**src/rtl/core/wwss_pkg.sv**
```systemverilog
`default_nettype none
package wwss_pkg;

  localparam int PATTERN_MAX = 16;
  localparam int OFFSET_BITS = 16;

  localparam int BYTE_W    = 8;
  localparam int POS_W     = 16;
  localparam int LEN_W     = 5;
  localparam int CFG_W     = 64;
  localparam int CFG_IDX_W = 3;

  typedef enum logic [CFG_IDX_W-1:0] {
    CFG_PATTERN_LOW   = 3'd0,
    CFG_PATTERN_HIGH  = 3'd1,
    CFG_PATTERN_LEN   = 3'd2,
    CFG_SEP_MASK_LOW  = 3'd3,
    CFG_SEP_MASK_HIGH = 3'd4,
    CFG_IGNORE_CASE   = 3'd5
  } cfg_reg_t;

  // default separators: space , - <tab> . ? ! + : ; < > # and _
  localparam logic [CFG_W-1:0] SEP_MASK_LOW_RST  = 64'hDC00_780B_0000_0200;
  localparam logic [CFG_W-1:0] SEP_MASK_HIGH_RST = 64'h0000_0000_8000_0000;
  localparam logic [LEN_W-1:0] PATTERN_LEN_RST   = 5'd1;

endpackage
`default_nettype wire

```
**src/rtl/core/wwss_if.sv**
```systemverilog
`default_nettype none
interface wwss_in_if
  import wwss_pkg::*;
();
  logic              valid;
  logic              ready;
  logic [BYTE_W-1:0] text_byte;
  logic              last;

  modport source (output valid, output text_byte, output last, input ready);
  modport sink   (input valid, input text_byte, input last, output ready);
endinterface

interface wwss_out_if
  import wwss_pkg::*;
();
  logic             valid;
  logic             ready;
  logic             found;
  logic [POS_W-1:0] position;

  modport source (output valid, output found, output position, input ready);
  modport sink   (input valid, input found, input position, output ready);
endinterface
`default_nettype wire

```
**src/rtl/core/whole_word_stream_search_top.sv**
```systemverilog
// An accepted text byte waits in the input register and its result beat in the output register.
// Throughput: one text byte per cycle unless the output stalls; the input and output registers
//   each hold one beat, and a byte is taken while a result waits only if the input one is empty.
// Reset (synchronous, rst_n low): search state and both pipeline registers clear, and the
//   configuration registers return to their defaults (pattern length 1, default separators).
`default_nettype none
module whole_word_stream_search_top
  import wwss_pkg::*;
(
  input  wire                  clk,
  input  wire                  rst_n,
  wwss_in_if.sink              in_chan,
  wwss_out_if.source           out_chan,
  input  wire                  cfg_we,
  input  wire [CFG_IDX_W-1:0]  cfg_index,
  input  wire [CFG_W-1:0]      cfg_wdata
);

  // configuration registers
  logic [CFG_W-1:0] pat_low_r;
  logic [CFG_W-1:0] pat_high_r;
  logic [LEN_W-1:0] pat_len_r;
  logic [CFG_W-1:0] sep_low_r;
  logic [CFG_W-1:0] sep_high_r;
  logic             ign_case_r;

  always_ff @(posedge clk) begin
    if (!rst_n) begin
      pat_low_r  <= '0;
      pat_high_r <= '0;
      pat_len_r  <= PATTERN_LEN_RST;
      sep_low_r  <= SEP_MASK_LOW_RST;
      sep_high_r <= SEP_MASK_HIGH_RST;
      ign_case_r <= 1'b0;
    end else if (cfg_we) begin
      case (cfg_reg_t'(cfg_index))
        CFG_PATTERN_LOW:   pat_low_r  <= cfg_wdata;
        CFG_PATTERN_HIGH:  pat_high_r <= cfg_wdata;
        CFG_PATTERN_LEN:   pat_len_r  <= cfg_wdata[LEN_W-1:0];
        CFG_SEP_MASK_LOW:  sep_low_r  <= cfg_wdata;
        CFG_SEP_MASK_HIGH: sep_high_r <= cfg_wdata;
        CFG_IGNORE_CASE:   ign_case_r <= cfg_wdata[0];
        default: ;
      endcase
    end
  end

  function automatic logic [BYTE_W-1:0] fold(input logic [BYTE_W-1:0] b, input logic ic);
    logic [BYTE_W-1:0] r;
    r = b;
    if (ic && b >= 8'h41 && b <= 8'h5A) r = b + 8'h20;
    return r;
  endfunction

  // input register
  logic              s1_valid_r;
  logic [BYTE_W-1:0] s1_byte_r;
  logic              s1_last_r;
  logic              s1_adv;
  logic              s1_fire;

  // output register
  logic             out_valid_r;
  logic             out_found_r;
  logic [POS_W-1:0] out_pos_r;

  assign s1_adv        = !out_valid_r || out_chan.ready;
  assign s1_fire       = s1_valid_r && s1_adv;
  assign in_chan.ready = !s1_valid_r || s1_adv;

  always_ff @(posedge clk) begin
    if (!rst_n) begin
      s1_valid_r <= 1'b0;
    end else if (in_chan.ready) begin
      s1_valid_r <= in_chan.valid;
    end
  end

  always_ff @(posedge clk) begin
    if (in_chan.ready && in_chan.valid) begin
      s1_byte_r <= in_chan.text_byte;
      s1_last_r <= in_chan.last;
    end
  end

  // search state
  logic [LEN_W-1:0]       pidx_r, pidx_nxt;
  logic                   matching_r, matching_nxt;
  logic                   aftsep_r, aftsep_nxt;
  logic [OFFSET_BITS-1:0] offset_r, offset_nxt;
  logic                   reported_r, reported_nxt;

  logic [BYTE_W-1:0]      c;
  logic                   c_sep;
  logic [LEN_W-1:0]       len;
  logic [BYTE_W-1:0]      pat_byte;
  logic [2*CFG_W-1:0]     pat_word;
  logic [2*CFG_W-1:0]     sep_word;
  logic                   hit;
  logic [OFFSET_BITS-1:0] start;
  logic                   res_valid;
  logic                   res_found;
  logic [POS_W-1:0]       res_pos;

  assign pat_word = {pat_high_r, pat_low_r};
  assign sep_word = {sep_high_r, sep_low_r};

  always_comb begin
    c        = fold(s1_byte_r, ign_case_r);
    c_sep    = !c[7] && sep_word[c[6:0]];
    if (pat_len_r == '0)                        len = LEN_W'(1);
    else if (pat_len_r > LEN_W'(PATTERN_MAX))   len = LEN_W'(PATTERN_MAX);
    else                                        len = pat_len_r;
    pat_byte = fold(pat_word[{pidx_r[3:0], 3'b000} +: BYTE_W], ign_case_r);

    pidx_nxt     = pidx_r;
    matching_nxt = matching_r;
    aftsep_nxt   = aftsep_r;
    reported_nxt = reported_r;
    offset_nxt   = offset_r + OFFSET_BITS'(1);
    hit          = 1'b0;
    start        = '0;

    if (!reported_r) begin
      if (matching_r) begin
        if (pidx_r >= len) begin
          if (c_sep) begin
            hit   = 1'b1;
            start = offset_r - OFFSET_BITS'(len);
          end else begin
            matching_nxt = 1'b0;
            aftsep_nxt   = 1'b0;
            pidx_nxt     = '0;
          end
        end else if (c == pat_byte) begin
          pidx_nxt = pidx_r + LEN_W'(1);
        end else begin
          matching_nxt = 1'b0;
          pidx_nxt     = '0;
          aftsep_nxt   = c_sep;
        end
      end else if (!aftsep_r) begin
        if (c_sep) aftsep_nxt = 1'b1;
        pidx_nxt = '0;
      end else if (c == pat_byte) begin
        // pattern index is zero here, so pat_byte is pattern byte 0
        matching_nxt = 1'b1;
        pidx_nxt     = LEN_W'(1);
      end else begin
        aftsep_nxt = c_sep;
        pidx_nxt   = '0;
      end

      if (!hit && s1_last_r && matching_nxt && pidx_nxt >= len) begin
        hit   = 1'b1;
        start = offset_r + OFFSET_BITS'(1) - OFFSET_BITS'(len);
      end
    end

    res_valid = hit || (s1_last_r && !reported_r);
    res_found = hit;
    res_pos   = hit ? POS_W'(start) : '0;

    if (hit && !s1_last_r) reported_nxt = 1'b1;

    // end of text: back to the reset search state
    if (s1_last_r) begin
      pidx_nxt     = '0;
      matching_nxt = 1'b0;
      aftsep_nxt   = 1'b1;
      offset_nxt   = '0;
      reported_nxt = 1'b0;
    end
  end

  always_ff @(posedge clk) begin
    if (!rst_n) begin
      pidx_r     <= '0;
      matching_r <= 1'b0;
      aftsep_r   <= 1'b1;
      offset_r   <= '0;
      reported_r <= 1'b0;
    end else if (s1_fire) begin
      pidx_r     <= pidx_nxt;
      matching_r <= matching_nxt;
      aftsep_r   <= aftsep_nxt;
      offset_r   <= offset_nxt;
      reported_r <= reported_nxt;
    end
  end

  always_ff @(posedge clk) begin
    if (!rst_n) begin
      out_valid_r <= 1'b0;
    end else if (s1_fire) begin
      out_valid_r <= res_valid;
    end else if (out_chan.ready) begin
      out_valid_r <= 1'b0;
    end
  end

  always_ff @(posedge clk) begin
    if (s1_fire && res_valid) begin
      out_found_r <= res_found;
      out_pos_r   <= res_pos;
    end
  end

  assign out_chan.valid    = out_valid_r;
  assign out_chan.found    = out_found_r;
  assign out_chan.position = out_pos_r;

  a_pidx_range: assert property (@(posedge clk) disable iff (!rst_n)
    pidx_r <= LEN_W'(PATTERN_MAX))
    else $error("pattern index beyond pattern size");

  a_idle_idx_zero: assert property (@(posedge clk) disable iff (!rst_n)
    !matching_r |-> pidx_r == '0)
    else $error("pattern index nonzero outside a candidate");

  a_notfound_pos: assert property (@(posedge clk) disable iff (!rst_n)
    out_valid_r && !out_found_r |-> out_pos_r == '0)
    else $error("not-found beat carries a position");

  a_one_per_text: assert property (@(posedge clk) disable iff (!rst_n)
    s1_fire && reported_r && !s1_last_r |-> !res_valid)
    else $error("second result within one text");

endmodule
`default_nettype wire
```
**src/flat_wrapper.sv**
```systemverilog
// flat-port wrapper written by rule: the top's interface ports become plain ports
module whole_word_stream_search_top_flat import wwss_pkg::*;
  (clk, rst_n, cfg_we, cfg_index, cfg_wdata, in_chan_valid, in_chan_text_byte, in_chan_last, in_chan_ready, out_chan_valid, out_chan_found, out_chan_position, out_chan_ready);
  wwss_in_if in_chan_i ();
  wwss_out_if out_chan_i ();
  input  wire clk;
  input  wire rst_n;
  input  wire cfg_we;
  input  wire [CFG_IDX_W-1:0] cfg_index;
  input  wire [CFG_W-1:0] cfg_wdata;
  input wire logic [$bits(in_chan_i.valid)-1:0] in_chan_valid;
  input wire logic [$bits(in_chan_i.text_byte)-1:0] in_chan_text_byte;
  input wire logic [$bits(in_chan_i.last)-1:0] in_chan_last;
  output wire logic [$bits(in_chan_i.ready)-1:0] in_chan_ready;
  output wire logic [$bits(out_chan_i.valid)-1:0] out_chan_valid;
  output wire logic [$bits(out_chan_i.found)-1:0] out_chan_found;
  output wire logic [$bits(out_chan_i.position)-1:0] out_chan_position;
  input wire logic [$bits(out_chan_i.ready)-1:0] out_chan_ready;
  assign in_chan_i.valid = in_chan_valid;
  assign in_chan_i.text_byte = in_chan_text_byte;
  assign in_chan_i.last = in_chan_last;
  assign in_chan_ready = in_chan_i.ready;
  assign out_chan_valid = out_chan_i.valid;
  assign out_chan_found = out_chan_i.found;
  assign out_chan_position = out_chan_i.position;
  assign out_chan_i.ready = out_chan_ready;
  whole_word_stream_search_top u_core (.clk(clk), .rst_n(rst_n), .in_chan(in_chan_i), .out_chan(out_chan_i), .cfg_we(cfg_we), .cfg_index(cfg_index), .cfg_wdata(cfg_wdata));
endmodule
```
**config.mk**
```make
export PLATFORM = sky130hd
export DESIGN_NAME = whole_word_stream_search_top_flat
export DESIGN_NICKNAME = d
export VERILOG_FILES = /design/src/rtl/core/wwss_pkg.sv /design/src/rtl/core/wwss_if.sv /design/src/rtl/core/whole_word_stream_search_top.sv /design/src/flat_wrapper.sv
export SDC_FILE = /design/constraint.sdc
export NUM_CORES = 1
export LEC_CHECK = 0
export BUFFER_PORTS_ARGS = -buffer_cell sky130_fd_sc_hd__buf_2
export CORE_AREA = 2 2 227 117
export CTS_BUF_LIST = sky130_fd_sc_hd__clkbuf_16
export DETAILED_ROUTE_END_ITERATION = 8
export DIE_AREA = 0 0 229 119
export GPL_TIMING_DRIVEN = 0
export PLACE_DENSITY = 0.82
export SLEW_MARGIN = 5
export SYNTH_ARGS = -nofsm -noshare
export SYNTH_HDL_FRONTEND = slang
export SYNTH_SLANG_ARGS = --single-unit
```
**constraint.sdc**
```tcl
create_clock -name clk -period 9.6 [get_ports clk]
set_input_delay 0.48 -clock clk [delete_from_list [all_inputs] [get_ports clk]]
set_output_delay 0.48 -clock clk [all_outputs]
set_load 0.005 [all_outputs]
```
Word-level counts from Yosys, hierarchy flattened. Cells that the tools add are included.

Flip-flop bits (word level): 314. Bits of input ports: 81. Output and inout bits: 19. Word-level logic and storage cells: 123.

Add/subtract/negate cells: 6. Magnitude comparators: 8. Equal/unequal tests: 9. Shift operators: 1. Multiplexer cells: 45. Bitwise logic cells: 1. Reduce and logical (&&, ||, !) cells: 36.

Operators by type and width (count): $shiftx 128x8->8 (1); $mux 16 (5); $mux 5 (10); $sub 16x5->16 (2); $mux 1 (27); $add 16x1->16 const B (1); $add 8x6->8 const B (2); $ge 8x7->1 const B (2); $le 8x7->1 const B (2); $mux 8 (2); $reduce_and 2->1 (8); $logic_and 1x1->1 (13); $ge 5x5->1 (2); $eq 8x8->1 (1); $lt 7x8->1 const B (1); $ne 4x3->1 const B (2); $bmux 1 s7 (1); $eq 3x2->1 const B (2); $eq 3x3->1 const B (2); $logic_not 1->1 (6); $add 5x1->5 const B (1); $gt 5x5->1 const B (1); $logic_not 5->1 (1); $reduce_and 4->1 (1); other kinds (7) (10).

Logic depth before layout (Yosys ltp). Gate-level depths: netlist of the first run.

Depth in word-level cells: 20. Depth in mapped cells: 25. Mapped depth without buffers: 22.

Worst setup path after synthesis of the first run. Ideal clock, no wire load.

Kind: register to register. Start point: register u_core.pidx_r[0]. End point: register u_core.out_pos_r[10] (netlist: u_core.out_chan.position[10]) (data pin). Setup time: 271 ps. Arrival: 4658 ps. Required time: 9329 ps. Slack: 4671 ps. Cell stages (with the launch flop): 24. Path buffers: 4. Clock period less this slack: 4929 ps. Cells stage by stage: dfxtp_1 buf_4 buf_4 buf_4 mux4_2 a22oi_1 nand3_1 xor2_1 o22ai_1 nor4_4 nand2_4 o31ai_1 a21boi_0 ha_1 nand2b_1 a21o_1 a21o_1 a21oi_1 nor2b_1 o21ai_0 nor3_1 nand3_2 clkbuf_1 o22ai_1.

Word-level cells in the longest chain between the ends: 16. Elaborated cells between the ends (all ways): 37. Classes of those cells: 2 x add/sub; 4 x order compare; 1 x eq/ne; 1 x shift; 21 x mux; 1 x bitwise; 7 x reduce/logical.

RTL lines: start: declaration (line whole_word_stream_search_top.sv:87) `logic [LEN_W-1:0] pidx_r, pidx_nxt;`; start signal: assignment (line whole_word_stream_search_top.sv:184) `pidx_r <= pidx_nxt;`; $shiftx 128x8->8 (line whole_word_stream_search_top.sv:114) `pat_byte = fold(pat_word[{pidx_r[3:0], 3'b000} +: BYTE_W], ign_case_r);`; $ge 8x7->1 (line whole_word_stream_search_top.sv:51) `if (ic && b >= 8'h41 && b <= 8'h5A) r = b + 8'h20;`; $logic_and 1x1->1 (2 in series) (line whole_word_stream_search_top.sv:51); $mux 8 (line whole_word_stream_search_top.sv:51); $eq 8x8->1 (line whole_word_stream_search_top.sv:135, whole_word_stream_search_top.sv:145); $mux 1 or $mux 5 (tied branches) (line whole_word_stream_search_top.sv:135, whole_word_stream_search_top.sv:145); $mux 5 (tied with other cells) (line whole_word_stream_search_top.sv:142) `end else if (!aftsep_r) begin`; $mux 5 or $mux 1 (tied branches) (line whole_word_stream_search_top.sv:125) `if (matching_r) begin`; $mux 5 or $mux 1 (tied branches) (line whole_word_stream_search_top.sv:124) `if (!reported_r) begin`; $ge 5x5->1 or $logic_and 1x1->1 (tied branches) (line whole_word_stream_search_top.sv:154) `if (!hit && s1_last_r && matching_nxt && pidx_nxt >= len) begin`; $logic_and 1x1->1 (line whole_word_stream_search_top.sv:154); $mux 1 (line whole_word_stream_search_top.sv:154); $mux 1 (line whole_word_stream_search_top.sv:124); $not 1->1 (no line); $reduce_or 2->1 (no line); end signal: assignment (line whole_word_stream_search_top.sv:205) `out_pos_r <= res_pos;`; end: declaration (line whole_word_stream_search_top.sv:65) `logic [POS_W-1:0] out_pos_r;`.

Several ways; a longest one is shown, not always the timed one. The select of a mux whose other input is x is not followed. A chain may end at the register's enable or synchronous reset.

Worst setup path in the final report of the first run.
Start point: register u_core.s1_byte_r[2]. End point: register u_core.out_pos_r[2] (netlist: u_core.out_chan.position[2]) (data pin).

Word-level cells in the longest chain between the ends: 19. Elaborated cells between the ends (all ways): 40. Classes of those cells: 1 x add/sub; 3 x order compare; 1 x eq/ne; 25 x mux; 1 x bitwise; 9 x reduce/logical.

RTL lines: start: declaration (line whole_word_stream_search_top.sv:57) `logic [BYTE_W-1:0] s1_byte_r;`; start signal: assignment (line whole_word_stream_search_top.sv:81) `s1_byte_r <= in_chan.text_byte;`; $ge 8x7->1 (line whole_word_stream_search_top.sv:51); $logic_and 1x1->1 (2 in series) (line whole_word_stream_search_top.sv:51); $mux 8 (*) (line whole_word_stream_search_top.sv:51); branches (longest 15 deep; another with $ge 5x5->1).

Mark *: on every way between the ends. The select of a mux whose other input is x is not followed.

==> impl_results.md, run 1 <==
* CP Launch Type: register
* CTS tree: yes
* CP Cell Sequence: or2_2 > or4_1 > a31oi_1 > xor2_1 > o22ai_1 > nor4_4 > nand2_4 > o31ai_1 > a21boi_0 > ha_1 > nand2b_1 > a21o_1 > a21o_1 > a21oi_1 > nor2b_1 > o21ai_0 > nor3_1 > nand3_2 > clkbuf_1 > o22ai_1
* Root Driver: clkbuf_16
* Pin count of the biggest net entering global routing at 18
* Slowest Stage Delay on Critical Path at 650 ps
* Post-synth top cells: nand2_1 (563), dfxtp_1 (288), a21oi_1 (269), clkbuf_1 (104), nor2_1 (57)
* Mean Syn Cell Area at 8.41 µm²
* Maximum vdd drop at 0.000225 V
* CTS resizes at 0
* Distinct cells, synth at 72
* Via/cell ratio at 6.30
* Register bit total from synthesis at 314
* Area Overhead vs Synth at 12.2%
* Router iterations before antenna repair at 6
* H-Tree Depth at 1
* Total core area at 25600 µm²
* Worst-Skew Late Latency at 590 ps
* Antenna violations before repair at 0
* Hold Buf Count CTS at 0
* HP Class: primary input to register
* Tmin final at 6700 ps
* Slowest CP cell: nor4_4
* Num CTS Buffers at 28
* Pwr/cell area at 164 nW/µm²
* I/O pin total at 100
* WL met2 at 19600 µm
* Via Count at 14400
* Post-DP HPWL at 40100 µm
* Met1 WL at 21300 µm
* Worst slew margin at 22.7%
* Status: completed
* WL final at 52700 µm
* Die Wd at 229 µm
* Max frequency at 149 MHz
* Post-Synthesis Cells at 1786
* Share of cells above drive strength 1 at 12.4%
* Post-CTS Setup Bufs at 0
* RSZ-0062 raised after global routing: no
* Gpl congestion at 1.03
* Slew Viols, Final at 0
* FFs w/ async S/R, synth at 0%
* Met3 WL at 10300 µm
* Crit path DAT at 6980 ps
* Most common cell in the netlist: nand2_1
* Setup Skew at 28.2 ps
* Syn Nets at 1893
* Post-synth EDFFs at 26
* WS Path Type: register to register
* Die area at 27300 µm²
* Worst-path clk slew at 70 ps
* First-pass GRT wire length at 77700 µm
* Worst-path maximum fanout at 10
* Seq/Total Area, Yosys at 43.6%
* FILL cells at 2129
* CP required at 9880 ps
* Leak at 6.01 nW
* Final setup violation count at 0
* Initial drt markers at 2231
* Area leader, netlist: dfxtp_1
* Max cap viols at 0
* GRT Residual Overflow at 0
* Synth area leaders: dfxtp_1 (38%), nand2_1 (14%), a21oi_1 (9.0%)
* Final ANT Viol Nets at 0
* Longest Clk Path Bufs at 3
* Tcrit/Tclk final at 69.8%
* CP endpoint kind: register
* Worst-case hold slack at 63.5 ps
* IO buf count at 96
* Tot GR Track Use at 37.9%
* CTS sink count at 314
* Ys Warns at 0
* Initial Utilization at 58.6%
* Final hold violation count at 0
* Vias in the first global route at 12900
* Die height at 119 µm
* DR top layer: met4
* DR WL/cell at 23.0 µm
* Residual DRC at 0
* Final #Nets at 2019
* Yosys top cell area share at 38.4%
* Row count at 42
* Ys flop type: dfxtp_1
* Diodes inserted at 0
* TNS Setup at 0 ps
* Worst slew pin tran at 1160 ps
* Post-synth design cell area at 15000 µm²
==> routing by layer <==
layer / vias to the layer above / GRT usage, %
met4: 0 / 10.2
met3: 144 / 19.1
met1: 6777 / 55.1
met2: 1094 / 48.7
li1: 6380 / -
met5: - / 0
==> worst max-delay path, delay by kind of cell, from the launching register on <==
kind	cells	cell delay, ps
buf+inv	1	480
simple gates	8	2300
fa+ha+maj	1	290
flops	1	640
xor+xnor	1	450
compound gates	9	2230
==> placed cells by master, fill, tap and decap left out, drive strengths merged, types with 27 or more instances in the layout <==
| cell | count |
|---|---|
| a21oi | 269 |
| buf | 121 |
| clkbuf | 133 |
| dfxtp | 288 |
| inv | 27 |
| mux2i | 29 |
| mux4 | 55 |
| nand2 | 564 |
| nand3 | 46 |
| nor2 | 57 |
==> sequential cells by signal (all words and copies together) (netlist names) <==
register	flops
u_core.out_chan.found	1
u_core.s1_valid_r	1
u_core.pidx_r	5
u_core.s1_last_r	1
u_core.aftsep_r	1
u_core.out_chan.position	16
u_core.s1_byte_r	8
u_core.ign_case_r	1
u_core.sep_low_r	64
u_core.pat_high_r	64
u_core.matching_r	1
u_core.out_chan.valid	1
u_core.offset_r	16
u_core.reported_r	1
u_core.sep_high_r	64
u_core.pat_len_r	5
u_core.pat_low_r	64
==> report_power, final <==
| group | switching, W | total [W] | internal (W) | leakage [nW] |
|---|---|---|---|---|
| Sequential | 0.0000184 | 0.00137 | 0.00135 | 2.56 |
| Combinational | 0.000183 | 0.000263 | 0.0000802 | 3.00 |
| Clock | 0.000534 | 0.00114 | 0.000605 | 0.459 |
==> per-stage QoR <==
step           util (%)  std cells  setup WS (ps)  total power (W)  cell area [µm²]
2_1_floorplan         -       1786           4670          0.00153            15000
3_3_place_gp       62.2       2234           3360          0.00163            15900
3_5_place_dp       62.2       2234           3230          0.00164            16000
4_1_cts            65.7       2286           3220          0.00275            16900
5_1_grt            65.8       2286           2610          0.00283            16900
6_report           65.8       2286           2900          0.00277            16900
==> kinds of logic (layout without fill, tap and decap cells) <==
kind of cell             Yosys count  after routing  share of synthesized area (%)
AND/OR/NAND/NOR                  770            770                           21.6
AO/OA/AOI/OAI                    385            385                           14.6
flip-flops                       314            314                           43.6
buffers and inverters            153            301                           4.35
multiplexers                      95             95                           11.1
XOR/XNOR                          43             43                           2.56
adder cells (fa/ha/maj)           26             26                           2.26
==> worst paths after layout <==
check,slack [ps],start,cells after the start,end
worst max register to register,2900,u_core.s1_byte_r[2],20,u_core.out_chan.position[2]
worst min-delay path,60,in_chan_last,1,u_core.s1_last_r
worst min register to register,450,u_core.pat_low_r[36],2,u_core.pat_low_r[36]
worst max-delay path,2900,u_core.s1_byte_r[2],20,u_core.out_chan.position[2]
==> cell type report <==
class / count / area (µm²) / area share [%]
timing repair buffer: 96 / 480 / 2.85
multi-input combinational: 1319 / 7840 / 46.5
sequential: 314 / 6550 / 38.8
clock inverter: 23 / 181 / 1.08
clock buffer: 29 / 726 / 4.30
inverter: 24 / 90.1 / 0.534
tap: 352 / 440 / 2.61
buffer: 129 / 563 / 3.34
No activity file was read; power rests on OpenSTA's default activity.
==> run 2, diff against run 1 <==
CORE_AREA = 2 2 237 122   (was 2 2 227 117)
DIE_AREA = 0 0 239 124   (was 0 0 229 119)
PLACE_DENSITY = 0.79   (was 0.82)
clock period = 6 ns   (was 9.6 ns; I/O delays follow)
==> run 2 against run 1 <==
  * Clock-buffer cell count increased by 3
  * Global-route usage fell by 5.0 points
  * First-iteration DRC count shrank 27%
  * Critical endpoint is now u_core.out_chan.position[5]
==> impl_results.md, run 2 (synthesis gave the netlist of run 1 again) <==
* Core Util, Final at 62.4% (-3.3 points)
* First-pass GRT wire length at 73000 µm (-6.0%)
* Initial Utilization at 54.8% (-3.8 points)
* FILL cells at 2343 (+10%)
* Die Wd at 239 µm (+4.4%)
* Commonest non-fill, non-tap cell in the layout: nand2_1
* Status: completed
* TNS Setup at 0 ps (unchanged)
* Via Count at 14000 (-2.9%)
* Max frequency at 171 MHz (+15%)
* Leak at 6.13 nW (+2.0%)
* CP Cell Sequence: buf_2 > buf_1 > mux4_2 > a22oi_1 > a31oi_1 > a211oi_1 > o32ai_1 > nor2b_1 > a22o_1 > ha_1 > a21o_1 > a21o_1 > a21oi_1 > nor2b_1 > o21ai_1 > nor3_2 > nand3_4 > a2bb2oi_1 > a21oi_1
* Commonest non-fill, non-tap cells in the layout: nand2_1 (563), dfxtp_1 (286), a21oi_1 (268)
* Via/cell ratio at 6.04 (-4.0%)
* HP Class: primary input to register
* Slew Viols, Final at 0 (unchanged)
* WS Path Type: register to register
* Tot GR Track Use at 32.9% (-5.0 points)
* Post-DP HPWL at 36400 µm (-9.2%)
* Reg-to-reg startpoint: u_core.s1_byte_r[1]
* Final hold violation count at 0 (unchanged)
* CP required at 6330 ps (-3550 ps)
* WL final at 48900 µm (-7.1%)
* CP Launch Type: register
* Worst-path clk slew at 70 ps (about the same)
* CP endpoint kind: register
* Longest Clk Path Bufs at 3 (unchanged)
* Crit path DAT at 6180 ps (-800 ps)
* Maximum vdd drop at 0.000212 V (-6.0%)
* Max cap viols at 0 (unchanged)
* Post-route insts no fill at 2312 (+1.1%)
* H-Tree Depth at 1 (unchanged)
* Slowest CP cell: buf_1
* Final ANT Viol Nets at 0 (unchanged)
* Row count at 43 (+2.4%)
* DR WL/cell at 21.2 µm (-8.1%)
* Root Driver: clkbuf_16
* Share of cells above drive strength 1 at 13.0% (+0.61 points)
* Pin count of the biggest net entering global routing at 18 (unchanged)
* Worst slew margin at 19.8% (-2.8 points)
* Critical path launch point: u_core.s1_byte_r[1]
* Tmin final at 5850 ps (-852 ps)
* Vias in the first global route at 12800 (-1.5%)
* Worst-Skew Late Latency at 580 ps (about the same)
* Initial drt markers at 1636 (-27%)
* Pwr/cell area at 261 nW/µm² (+59%)
* Hold wc startpoint: cfg_wdata[26]
* Cell family with most CP delay: compound AO/OA/AOI/OAI gates
* DP Cell Count at 2243 (+0.40%)
* Area Overhead vs Synth at 14.0%
* Antenna violations before repair at 1 (+1)
* WP buf/inv at 2 (+1)
* IO buf count at 96 (unchanged)
* CTS sink count at 314 (unchanged)
* GRT Residual Overflow at 0 (unchanged)
* Worst-path maximum fanout at 17 (+7)
* Worst-case hold slack at 8.05 ps (-55.5 ps)
* Total core area at 27400 µm² (+7.0%)
* Final WS setup at 153 ps (-2750 ps)
* I/O pin total at 100 (unchanged)
* Die area at 29600 µm² (+8.8%)
* Worst slew pin tran at 1200 ps (+41.9 ps)
* Tcrit/Tclk final at 97.5% (+28 points)
* Place WS at -226 ps (-3460 ps)
* Final setup violation count at 0 (unchanged)
* Slowest Stage Delay on Critical Path at 800 ps (+150 ps)
* CTS tree: yes
* Num CTS Buffers at 29 (+3.6%)
* Gpl congestion at 1.02 (-1.6%)
* Final #Nets at 2036 (+0.84%)
* Die height at 124 µm (+4.2%)
* Residual DRC at 0 (unchanged)
* Setup Skew at 10.3 ps (-18.0 ps)
* Router iterations before antenna repair at 7 (+1)
* RSZ-0062 raised after global routing: no
-- run 2: cell types whose count changed in the layout (fill, tap and decap cells not counted), moves of 2 or more --
cell	change
nor3_1	-2
buf_6	+2
inv_4	+2
clkinv_1	-4
dfxtp_2	+2
dlygate4sd3_1	+14
clkbuf_16	+3
nor3_2	+2
dfxtp_1	-2
-- run 2: timing repair --
item / 4_1_cts / 5_1_grt
hold endpoints to repair: 17 / 0
buffers inserted: 1 / 1
pin swaps: 1 / 1
endpoints found under the setup margin: 10 / 16
resized for setup: 2 / 8
hold buffers: 14 / 0
-- run 2: area by class of cell --
| cell class | count | area, µm² | area share, % |
|---|---|---|---|
| multi-input combinational | 1319 | 7870 | 46.0 |
| sequential | 314 | 6550 | 38.2 |
| clock buffer | 32 | 801 | 4.68 |
| timing repair buffer | 113 | 647 | 3.78 |
| buffer | 128 | 563 | 3.29 |
| tap | 360 | 450 | 2.63 |
| clock inverter | 21 | 154 | 0.899 |
| inverter | 24 | 90.1 | 0.526 |
| antenna | 1 | 2.50 | 0.0146 |
-- run 2: tightest hold or removal path, stage by stage --
cell and delay [ps]:
buf_2 130, nand2_1 60, a21oi_1 50
-- run 2: layer usage --
layer	share of wire (%)	vias up	routed length, µm	GRT usage, %
li1	-	6438	-	-
met3	12	132	6030	10.0
met2	42	763	20600	49.9
met1	41	6638	20100	44.1
met4	4.4	0	2140	13.0
met5	0	-	0	0
-- run 2: final timing paths --
check,endpoint,depth (start not counted),slack (ps)
max reg2reg,u_core.out_chan.position[5],19,150
max,u_core.out_chan.position[5],19,150
min reg2reg,u_core.sep_low_r[49],2,450
min,u_core.sep_low_r[26],3,8
-- run 2: metrics by stage --
stage | instance area [µm²] | power (W)
finish | 17100 | 0.00447
global route | 17100 | 0.00459
CTS | 17100 | 0.00445
detailed placement | 16000 | 0.00261
global placement | 16000 | 0.00260
floorplan | 15000 | 0.00244
-- run 2: power by group --
part | leakage [nW] | switching [W] | internal (W)
Clock | 0.491 | 0.000870 | 0.00101
Sequential | 2.56 | 0.0000300 | 0.00216
Combinational | 3.08 | 0.000266 | 0.000135
Total | 6.13 | 0.00117 | 0.00331
